### config.mk
export PLATFORM = sky130hd
export DESIGN_NAME = leased_shared_exclusive_lock_table
export DESIGN_NICKNAME = d
export VERILOG_FILES = /design/src/rtl/lselt_pkg.sv /design/src/rtl/leased_shared_exclusive_lock_table.sv
export SDC_FILE = /design/constraint.sdc
export NUM_CORES = 2
export LEC_CHECK = 0
export BUFFER_PORTS_ARGS = -buffer_cell sky130_fd_sc_hd__buf_4
export CORE_MARGIN = 5
export CORE_UTILIZATION = 40
export CTS_CLUSTER_SIZE = 14
export DETAILED_ROUTE_END_ITERATION = 7
export GPL_ROUTABILITY_DRIVEN = 0
export PLACE_DENSITY = 0.67
export SYNTH_ARGS = -nofsm -noshare
export SYNTH_HDL_FRONTEND = slang
export SYNTH_SLANG_ARGS = --single-unit
### constraint.sdc
create_clock -name clk -period 8.6 [get_ports clk]
set_input_delay 0.43 -clock clk [delete_from_list [all_inputs] [get_ports clk]]
set_output_delay 0.43 -clock clk [all_outputs]
set_load 0.02 [all_outputs]
### src/rtl/lselt_pkg.sv
// Shared types and constants of the lease lock table.
package lselt_pkg;

    localparam int TABLE_ENTRIES_DEF = 16;

    localparam logic [2:0] OP_ACQUIRE = 3'd0;
    localparam logic [2:0] OP_RELEASE = 3'd1;
    localparam logic [2:0] OP_BLOCKED = 3'd2;
    localparam logic [2:0] OP_OWNER   = 3'd3;
    localparam logic [2:0] OP_COUNT   = 3'd4;
    localparam logic [2:0] OP_SWEEP   = 3'd5;

    localparam logic [1:0] ST_GRANTED = 2'd0;
    localparam logic [1:0] ST_SHARED  = 2'd1;
    localparam logic [1:0] ST_BLOCKED = 2'd2;
    localparam logic [1:0] ST_INVALID = 2'd3;

    localparam logic [31:0] ID_ONE = 32'd1;

    typedef enum logic [4:0] {
        S_IDLE  = 5'b00001,
        S_SCAN  = 5'b00010,
        S_WRITE = 5'b00100,
        S_PLACE = 5'b01000,
        S_DONE  = 5'b10000
    } state_t;

endpackage

### src/rtl/leased_shared_exclusive_lock_table.sv
// Lease lock table: top level with sequencer and entry store.
//
//  channel | signals                                            | dir
//  in      | in_valid, in_stall, operation .. lease_length      | request in
//  out     | out_valid, out_stall, acquire_status .. live_total | result out
//
// One entry per cycle through a shared compare unit. Acquire takes two
// passes (expiry sweep, then match scan); other ops take one pass.
// An invalid acquire and unused codes go straight to the result.
// Reset clears all valid bits at once and next id to one. in_stall is high
// from accept until the result is taken; a stalled result holds.
module leased_shared_exclusive_lock_table #(
    parameter int TABLE_ENTRIES = lselt_pkg::TABLE_ENTRIES_DEF
) (
    input  logic        clk,
    input  logic        rst_n,
    input  logic        in_valid,
    output logic        in_stall,
    input  logic [2:0]  operation,
    input  logic [2:0]  claim_kind,
    input  logic        hard_request,
    input  logic [31:0] claimant_id,
    input  logic [31:0] subject,
    input  logic [63:0] current_tick,
    input  logic [63:0] lease_length,
    output logic        out_valid,
    input  logic        out_stall,
    output logic [1:0]  acquire_status,
    output logic [31:0] lease_id,
    output logic        hit_flag,
    output logic [31:0] hard_owner,
    output logic [4:0]  live_total
);
    localparam int IW = (TABLE_ENTRIES > 1) ? $clog2(TABLE_ENTRIES) : 1;
    localparam int CW = $clog2(TABLE_ENTRIES + 1);
    localparam logic [CW-1:0] LAST = CW'(TABLE_ENTRIES - 1);

    lselt_pkg::state_t state_reg, state_next;

    logic [TABLE_ENTRIES-1:0] valid_reg;
    logic [31:0] id_mem   [TABLE_ENTRIES];
    logic [2:0]  kind_mem [TABLE_ENTRIES];
    logic        hard_mem [TABLE_ENTRIES];
    logic [31:0] own_mem  [TABLE_ENTRIES];
    logic [31:0] subj_mem [TABLE_ENTRIES];
    logic [63:0] exp_mem  [TABLE_ENTRIES];

    logic [2:0]  op_reg;
    logic [2:0]  kind_reg;
    logic        hreq_reg;
    logic [31:0] who_reg, subj_reg;
    logic [63:0] now_reg, exp_new_reg;
    logic [31:0] next_id_reg;

    logic [CW-1:0] idx_reg;
    logic          pass_reg;    // 0: sweep pass, 1: match pass (acquire)
    logic          shared_reg, found_reg, free_ok_reg;
    logic [IW-1:0] free_reg, hit_idx_reg;

    logic [1:0]  st_reg;
    logic [31:0] lid_reg, owner_reg;
    logic        hitf_reg;
    logic [4:0]  cnt_reg;

    // shared compare unit on the current entry
    logic [IW-1:0] ix;
    logic v, key, expd, live, own;
    assign ix   = idx_reg[IW-1:0];
    assign v    = valid_reg[ix];
    assign key  = kind_mem[ix] == kind_reg && subj_mem[ix] == subj_reg;
    assign expd = now_reg >= exp_mem[ix];
    assign live = v && !expd;
    assign own  = own_mem[ix] == who_reg;

    logic last;
    assign last = idx_reg == LAST;

    assign in_stall  = state_reg != lselt_pkg::S_IDLE;
    assign out_valid = state_reg == lselt_pkg::S_DONE;
    assign acquire_status = st_reg;
    assign lease_id   = lid_reg;
    assign hit_flag   = hitf_reg;
    assign hard_owner = owner_reg;
    assign live_total = cnt_reg;

    logic bad;
    assign bad = claim_kind == 3'd0 || claimant_id == 32'd0 || subject == 32'd0
                 || lease_length == 64'd0;

    always_comb
    begin
        state_next = state_reg;
        case (state_reg)
            lselt_pkg::S_IDLE:
                if (in_valid)
                begin
                    if (operation == lselt_pkg::OP_ACQUIRE && bad)
                        state_next = lselt_pkg::S_DONE;
                    else if (operation inside {[3'd0:3'd5]})
                        state_next = lselt_pkg::S_SCAN;
                    else
                        state_next = lselt_pkg::S_DONE;
                end
            lselt_pkg::S_SCAN:
                if (op_reg == lselt_pkg::OP_ACQUIRE && pass_reg && v && key
                    && (own || hard_mem[ix] || hreq_reg))
                    state_next = own ? lselt_pkg::S_WRITE : lselt_pkg::S_DONE;
                else if (last)
                    state_next = (op_reg == lselt_pkg::OP_ACQUIRE && pass_reg)
                                 ? lselt_pkg::S_PLACE
                                 : ((op_reg == lselt_pkg::OP_ACQUIRE)
                                    ? lselt_pkg::S_SCAN : lselt_pkg::S_DONE);
            lselt_pkg::S_WRITE: state_next = lselt_pkg::S_DONE;
            lselt_pkg::S_PLACE: state_next = lselt_pkg::S_DONE;
            lselt_pkg::S_DONE:
                if (!out_stall)
                    state_next = lselt_pkg::S_IDLE;
            default: state_next = lselt_pkg::S_IDLE;
        endcase
    end

    always_ff @(posedge clk or negedge rst_n)
    begin
        if (!rst_n)
        begin
            state_reg   <= lselt_pkg::S_IDLE;
            valid_reg   <= '0;
            next_id_reg <= lselt_pkg::ID_ONE;
            idx_reg     <= '0;
            pass_reg    <= 1'b0;
        end
        else
        begin
            state_reg <= state_next;
            case (state_reg)
                lselt_pkg::S_IDLE:
                begin
                    idx_reg  <= '0;
                    pass_reg <= 1'b0;
                end
                lselt_pkg::S_SCAN:
                begin
                    idx_reg <= last ? '0 : idx_reg + 1'b1;
                    if (last)
                        pass_reg <= 1'b1;
                    if ((op_reg == lselt_pkg::OP_ACQUIRE && !pass_reg
                         || op_reg == lselt_pkg::OP_SWEEP) && v && expd)
                        valid_reg[ix] <= 1'b0;
                    if (op_reg == lselt_pkg::OP_RELEASE && v && key && own)
                        valid_reg[ix] <= 1'b0;
                end
                lselt_pkg::S_PLACE:
                    if (free_ok_reg)
                    begin
                        valid_reg[free_reg] <= 1'b1;
                        next_id_reg <= ((next_id_reg == 32'd0) ? lselt_pkg::ID_ONE
                                        : next_id_reg) + 32'd1;
                    end
                default: ;
            endcase
        end
    end

    // payload and entry fields
    always_ff @(posedge clk)
    begin
        case (state_reg)
            lselt_pkg::S_IDLE:
            begin
                op_reg      <= operation;
                kind_reg    <= claim_kind;
                hreq_reg    <= hard_request;
                who_reg     <= claimant_id;
                subj_reg    <= subject;
                now_reg     <= current_tick;
                exp_new_reg <= current_tick + lease_length;
                shared_reg  <= 1'b0;
                found_reg   <= 1'b0;
                free_ok_reg <= 1'b0;
                free_reg    <= '0;
                hit_idx_reg <= '0;
                st_reg      <= (operation == lselt_pkg::OP_ACQUIRE)
                               ? lselt_pkg::ST_INVALID : 2'd0;
                lid_reg     <= '0;
                owner_reg   <= '0;
                hitf_reg    <= 1'b0;
                cnt_reg     <= '0;
            end
            lselt_pkg::S_SCAN:
            begin
                case (op_reg)
                    lselt_pkg::OP_ACQUIRE:
                        if (pass_reg)
                        begin
                            if (!v && !free_ok_reg)
                            begin
                                free_ok_reg <= 1'b1;
                                free_reg    <= ix;
                            end
                            if (v && key)
                            begin
                                if (own)
                                begin
                                    hit_idx_reg <= ix;
                                    st_reg      <= lselt_pkg::ST_GRANTED;
                                    lid_reg     <= id_mem[ix];
                                end
                                else if (hard_mem[ix] || hreq_reg)
                                    st_reg <= lselt_pkg::ST_BLOCKED;
                                else
                                    shared_reg <= 1'b1;
                            end
                        end
                    lselt_pkg::OP_RELEASE:
                        if (v && key && own)
                            hitf_reg <= 1'b1;
                    lselt_pkg::OP_BLOCKED:
                        if (live && key && !own && hard_mem[ix])
                            hitf_reg <= 1'b1;
                    lselt_pkg::OP_OWNER:
                        if (live && key && hard_mem[ix] && !found_reg)
                        begin
                            found_reg <= 1'b1;
                            owner_reg <= own_mem[ix];
                        end
                    lselt_pkg::OP_COUNT:
                        if (live && cnt_reg != 5'd31)
                            cnt_reg <= cnt_reg + 5'd1;
                    default: ;
                endcase
            end
            lselt_pkg::S_WRITE:
            begin
                hard_mem[hit_idx_reg] <= hreq_reg;
                exp_mem[hit_idx_reg]  <= exp_new_reg;
            end
            lselt_pkg::S_PLACE:
                if (free_ok_reg)
                begin
                    id_mem[free_reg]   <= (next_id_reg == 32'd0) ? lselt_pkg::ID_ONE
                                          : next_id_reg;
                    kind_mem[free_reg] <= kind_reg;
                    hard_mem[free_reg] <= hreq_reg;
                    own_mem[free_reg]  <= who_reg;
                    subj_mem[free_reg] <= subj_reg;
                    exp_mem[free_reg]  <= exp_new_reg;
                    st_reg  <= shared_reg ? lselt_pkg::ST_SHARED : lselt_pkg::ST_GRANTED;
                    lid_reg <= (next_id_reg == 32'd0) ? lselt_pkg::ID_ONE : next_id_reg;
                end
                else
                    st_reg <= lselt_pkg::ST_BLOCKED;
            default: ;
        endcase
    end

    a_stall_busy: assert property (@(posedge clk) disable iff (!rst_n)
        out_valid |-> in_stall) else $error("result shown while idle");
    a_hold: assert property (@(posedge clk) disable iff (!rst_n)
        out_valid && out_stall |=> out_valid && $stable(acquire_status)
        && $stable(lease_id)) else $error("stalled result changed");
    a_id_nz: assert property (@(posedge clk) disable iff (!rst_n)
        out_valid && op_reg == lselt_pkg::OP_ACQUIRE
        && (acquire_status == lselt_pkg::ST_GRANTED
            || acquire_status == lselt_pkg::ST_SHARED) |-> lease_id != 32'd0)
        else $error("granted with zero id");
    a_idx: assert property (@(posedge clk) disable iff (!rst_n)
        state_reg == lselt_pkg::S_SCAN |-> idx_reg <= LAST)
        else $error("scan index out of range");
endmodule
# Word-level counts from Yosys, hierarchy flattened
# Memory sizes are Yosys's and may differ from the RTL's.
# Cells that the tools add are included.
# W data, S select, Z words.
# word_totals
n_memories	6
out_inout_bits	74
regBits	341
ramBits	2624
wordCells	226
inputBits	203
# classes
n_eq_ne	36
n_reduce_logical	63
muxes	84
order_cmp	7
addsub	4
n_bitwise	4
# memory_table
memory	depth	width	read_ports	rd_ports_with_merged_regs	wr	line_no	source
exp_mem	16	64	1	0	1	leased_shared_exclusive_lock_table.sv:46	logic [63:0] exp_mem [TABLE_ENTRIES];
id_mem	16	32	1	0	1	leased_shared_exclusive_lock_table.sv:41	logic [31:0] id_mem [TABLE_ENTRIES];
own_mem	16	32	1	0	1	leased_shared_exclusive_lock_table.sv:44	logic [31:0] own_mem [TABLE_ENTRIES];
subj_mem	16	32	1	0	1	leased_shared_exclusive_lock_table.sv:45	logic [31:0] subj_mem [TABLE_ENTRIES];
kind_mem	16	3	1	0	1	leased_shared_exclusive_lock_table.sv:42	logic [2:0] kind_mem [TABLE_ENTRIES];
hard_mem	16	1	1	0	1	leased_shared_exclusive_lock_table.sv:43	logic hard_mem [TABLE_ENTRIES];
# op_table
op	n
$mux W32	8
$logic_not A32 Y1	3
$pmux W32 S3	1
$add A64 B64 Y64	1
$eq A32 B32 Y1	2
$ge A64 B64 Y1	1
$logic_not A64 Y1	1
$mux W16	4
$mux W64	1
$pmux W32 S2	1
$reduce_or A64 Y1	1
$mux W5	12
$mux W4	9
$add A32 B1 Y32 const B	1
$and A16 B16 Y16	2
$pmux W16 S2	1
$ne A2 B2 Y1 const B	14
$logic_and A1 B1 Y1	25
$mux W1	25
$pmux W5 S2	2
$pmux W5 S4	1
$not A16 Y16	1
$or A16 B16 Y16	1
$pmux W4 S2	2
other kinds (36)	78

# Depth between registers and ports, before layout
# logic_depth
depth_word	11
depth_mapped	23
depth_no_buf	14

# Worst setup path after synthesis
# Ideal clock, no wire load.
# synth_path
path_type	register to register
from	reg state_reg[2]
to	mem id_mem[0][0], enable pin
setup_ns	0.680
period_less_slack_ns	9.117
path_slack_ns	-0.517
stages_incl_launch_ff	6
t_required_ns	7.920
n_path_buf	0
arrival_ns	8.437
path_cell_list	dfrtp_1 -> or3_1 -> nor3_1 -> nand2_1 -> or3_1 -> nor3_1
# synth_between
elab_chain_len	3
# synth_rtl
element	line_no	source
start: declaration	leased_shared_exclusive_lock_table.sv:38	lselt_pkg::state_t state_reg, state_next;
start signal: assignment	leased_shared_exclusive_lock_table.sv:126	state_reg <= lselt_pkg::S_IDLE;
start signal: assignment	leased_shared_exclusive_lock_table.sv:134	state_reg <= state_next;
$eq A5 B4 Y1	leased_shared_exclusive_lock_table.sv:167	case (state_reg)
$mux W1	leased_shared_exclusive_lock_table.sv:167	
$mux W1	leased_shared_exclusive_lock_table.sv:240	id_mem[free_reg] <= (next_id_reg == 32'd0) ? lselt_pkg::ID_ONE
end: declaration	leased_shared_exclusive_lock_table.sv:41	
# Every way passes these cells.

# Worst setup path after layout
# layout_path
from	reg idx_reg[0]
to	reg owner_reg[20], in the netlist hard_owner[20], enable pin
# layout_between
elab_chain_len	9
elab_cells_between_ends	17
cone_classes	1 x order compare; 3 x eq/ne; 2 x mux; 7 x reduce/logical; 4 x memory
# layout_rtl
element	line_no	source
start: declaration	leased_shared_exclusive_lock_table.sv:55	logic [CW-1:0] idx_reg;
start signal: assignment	leased_shared_exclusive_lock_table.sv:143	idx_reg <= last ? '0 : idx_reg + 1'b1;
$mem_v2 Z16 W64	n/a	
$ge A64 B64 Y1	leased_shared_exclusive_lock_table.sv:71	assign expd = now_reg >= exp_mem[ix];
$logic_not A1 Y1	leased_shared_exclusive_lock_table.sv:72	assign live = v && !expd;
$logic_and A1 B1 Y1	leased_shared_exclusive_lock_table.sv:72	
$logic_and A1 B1 Y1	leased_shared_exclusive_lock_table.sv:221	if (live && key && hard_mem[ix] && !found_reg)
$logic_and A1 B1 Y1 (*) (2 in a row)	leased_shared_exclusive_lock_table.sv:221	
$ne A2 B2 Y1 (no source line) (*)	n/a	
$reduce_and A3 Y1 (no source line) (*)	n/a	
end signal: assignment	leased_shared_exclusive_lock_table.sv:224	owner_reg <= own_mem[ix];
end: declaration	leased_shared_exclusive_lock_table.sv:61	logic [31:0] lid_reg, owner_reg;
# Every way passes the cells marked *; elsewhere a longest branch is shown, timed or not. The select of a mux whose other input is x is not followed.
# A chain may end at the register's enable or synchronous reset.

==> flow_summary.ini <==
[status]
status = finished clean

[finish]
final_core_util_pct = 46.3
final_net_count = 6754
top_register = exp_mem
drive_gt1_share_pct = 24.1
syn_to_final_growth_pct = 15.2
largest_register_ffs = 1024

[routing]
drtAntennaViolNets = 0
drc = 0
viasPerCell = 5.84
wl_per_cell_um = 29.3
drt_iter0_drc = 7816
routed_wl_um = 311000
vias = 61900
dr.pass1.iters = 6

[global_routing]
grt_pass1_wl_um = 446000
grt_max_degree = 130
grt_pass1_vias = 62300
antenna_found_initial = 17
gr-total-overflow = 0
grt_usage_pct = 19.7

[sta]
period_share_pct = 79.8
fin_setup_tns_ps = 0
min_period_ps = 6860
worstMarginPinSlew_ps = 1200
hold_violations = 0
clock_skew_ps = 76.2
slew_viol_final = 0
setup_viol = 0
fmax_mhz = 146
slew_headroom_pct = 19.7
rsz0062_at_grt = false

[synthesis]
muxShareOfSynthArea_pct = 14.8
synthAdderAreaFrac_pct = 1.42
synth-edff-count = 2906
synth.net_count = 6209
synth-simple-area-share_pct = 2.83
synthCells = 5871
synthFlopType = edfxtp_1
synth_compound_area_share_pct = 3.46
ys_seq_area_share_pct = 74.4
synth.top_cell.area_share_pct = 73.2
ys_warn_count = 0
ys_types = 92
synth_top_family_by_area = multiplexers
async_flop_share_pct = 1.99
ys_seq_elements = 2965
yosysMostFrequentCell = edfxtp_1
yosys-top-cells-area = edfxtp_1 73%, mux4_2 13%, ha_1 1.4%
syn_area_um2 = 119000
yosys-top-cells-count = 2,906 x edfxtp_1, 697 x mux4_2, 169 x nand2_1, 160 x mux2i_1, 156 x nor2_1
synth_area_leader_cell = edfxtp_1
synth.avg_cell_area_um2 = 20.3
synth-xor-area-share_pct = 1.45

[die]
start_util_pct = 40.2
die-width_um = 556
num_rows = 200
die_area_um2 = 309000
die_y_um = 556
core_area_um2 = 297000
ios = 277

[power]
finalPower_w = 0.0396
pwr-share-clk_pct = 32.6
p_int_w = 0.0287
p_seq_share_pct = 50.7
leakagePower_nw = 42.6
swShare_pct = 27.7
powerDensity_nw_per_um2 = 289
power.switching_w = 0.0110
combPwrFrac_pct = 16.7
vdd_drop_max_mv = 0.242

[clock_network]
postCtsSetupBuffers = 0
cts.sinks = 2965
cts_root_buffer = clkbuf_16
clk_latency_ps = 870
numCtsBuffers = 306
cts.htree.levels = 5
path_clk_slew_ps = 60
clk_path_buf_depth = 4
cts_tree = built

[worst_setup_path]
cp_common_cell = a21oi_1
crit_family = simple AND/OR/NAND/NOR gates
endpoint_kind = flip-flop
required_ps = 9050
path_max_fanout = 37
slowest_delay_ps = 880
crit_buf_inv = 3
critical_path_arrival_ps = 7310
cp_cell_sequence = buf_12, buf_4, mux4_2, mux4_2, inv_1, ha_1, a21oi_1, nor2b_1, o21ai_0, a21oi_1, o21ai_0, a21oi_1, or4_1, o21ai_1, nand3_1, nand2_2
worstSetupStartpointType = flip-flop
critPathKind = flip-flop to flip-flop
cpMaxStageDelayCell = o21ai_1

[place]
io_buffer_count = 276
dp_hpwl_um = 175000

[job]
maxCapViolCount = 0

[min_path]
min_path_type = primary input to flip-flop
logic make-up after synthesis:
| kind of cell | count (synthesis) |
|---|---|
| and+or+nand+nor | 670 |
| DFF | 2965 |
| muxes | 885 |
| AOI/OAI and AO/OA | 596 |
| xor gates and xnor gates | 198 |
| adders and majority gates | 135 |
| buffers and inverters | 422 |
cells in the final DEF (no fill, tap or decap), drive strengths merged, types with 134 or more instances in the layout:
cell type       n
edfxtp       2906
mux4          697
buf           397
clkbuf        381
nand2         169
mux2i         162
nor2          156
dlygate4sd3   140
inv           140
ha            134
worst min-delay path: stages:
cell and delay, ps:
buf_4 120, nand2_1 110, nand3_1 150, a21o_1 130
final timing paths:
| path | start | end | slack (ps) | depth (start not counted) |
|---|---|---|---|---|
| max | idx_reg[0]$_DFFE_PN0P_ | hard_owner[20]$_SDFFCE_PN0P_ | 1740 | 16 |
| min | in_valid | state_reg[1]$_DFFE_PN0P_ | 130 | 4 |
| max reg2reg | idx_reg[0]$_DFFE_PN0P_ | hard_owner[20]$_SDFFCE_PN0P_ | 1740 | 16 |
| min reg2reg | idx_reg[4]$_DFFE_PN0P_ | pass_reg$_DFFE_PN0P_ | 490 | 1 |
| max in group asynchronous | rst_n | next_id_reg[30]$_DFFE_PN0P_ | 7510 | 3 |
| min in group asynchronous | rst_n | next_id_reg[23]$_DFFE_PN0P_ | 290 | 3 |
timing repair:
| item | CTS | global route |
|---|---|---|
| endpoints found under the hold margin | 195 | 0 |
| hold buffers | 140 | 0 |
| resized for setup | 0 | 0 |
power groups by stage:
stage / Sequential [W] / Clock [W] / Combinational [W]
finish: 0.0201 / 0.0129 / 0.00662
global route: 0.0203 / 0.0138 / 0.00709
CTS: 0.0201 / 0.0131 / 0.00669
detailed placement: 0.0203 / 0 / 0.00661
global placement: 0.0202 / 0 / 0.00656
floorplan: 0.0197 / 0 / 0.00443
final cells by class:
type,instances,area [um^2]
diodes,8,20.0
clock buffers,381,8020
clock inverters,160,1650
fillers,24500,159000
inverters,122,474
multi-input cells,2484,28900
flip-flops and latches,2965,88800
well taps,3939,4930
repair buffers,537,4640
routing by layer:
layer | global-route usage [%] | share of wire [%]
met5 | 0 | 0.0084
met4 | 5.42 | 2.8
met3 | 4.01 | 10
met2 | 30.6 | 47
met1 | 28.3 | 41
through the flow:
step | hold slack [ps] | std cells | instance area (um^2) | setup slack [ps]
global route | 104 | 10600 | 137000 | 1380
CTS | 42.2 | 10600 | 137000 | 1650
floorplan | 134 | 5871 | 119000 | 2180
detailed placement | 281 | 9906 | 126000 | 1710
finish | 129 | 10600 | 137000 | 1740
global placement | 282 | 9906 | 126000 | 1690
(Power assumes the default switching activity.)
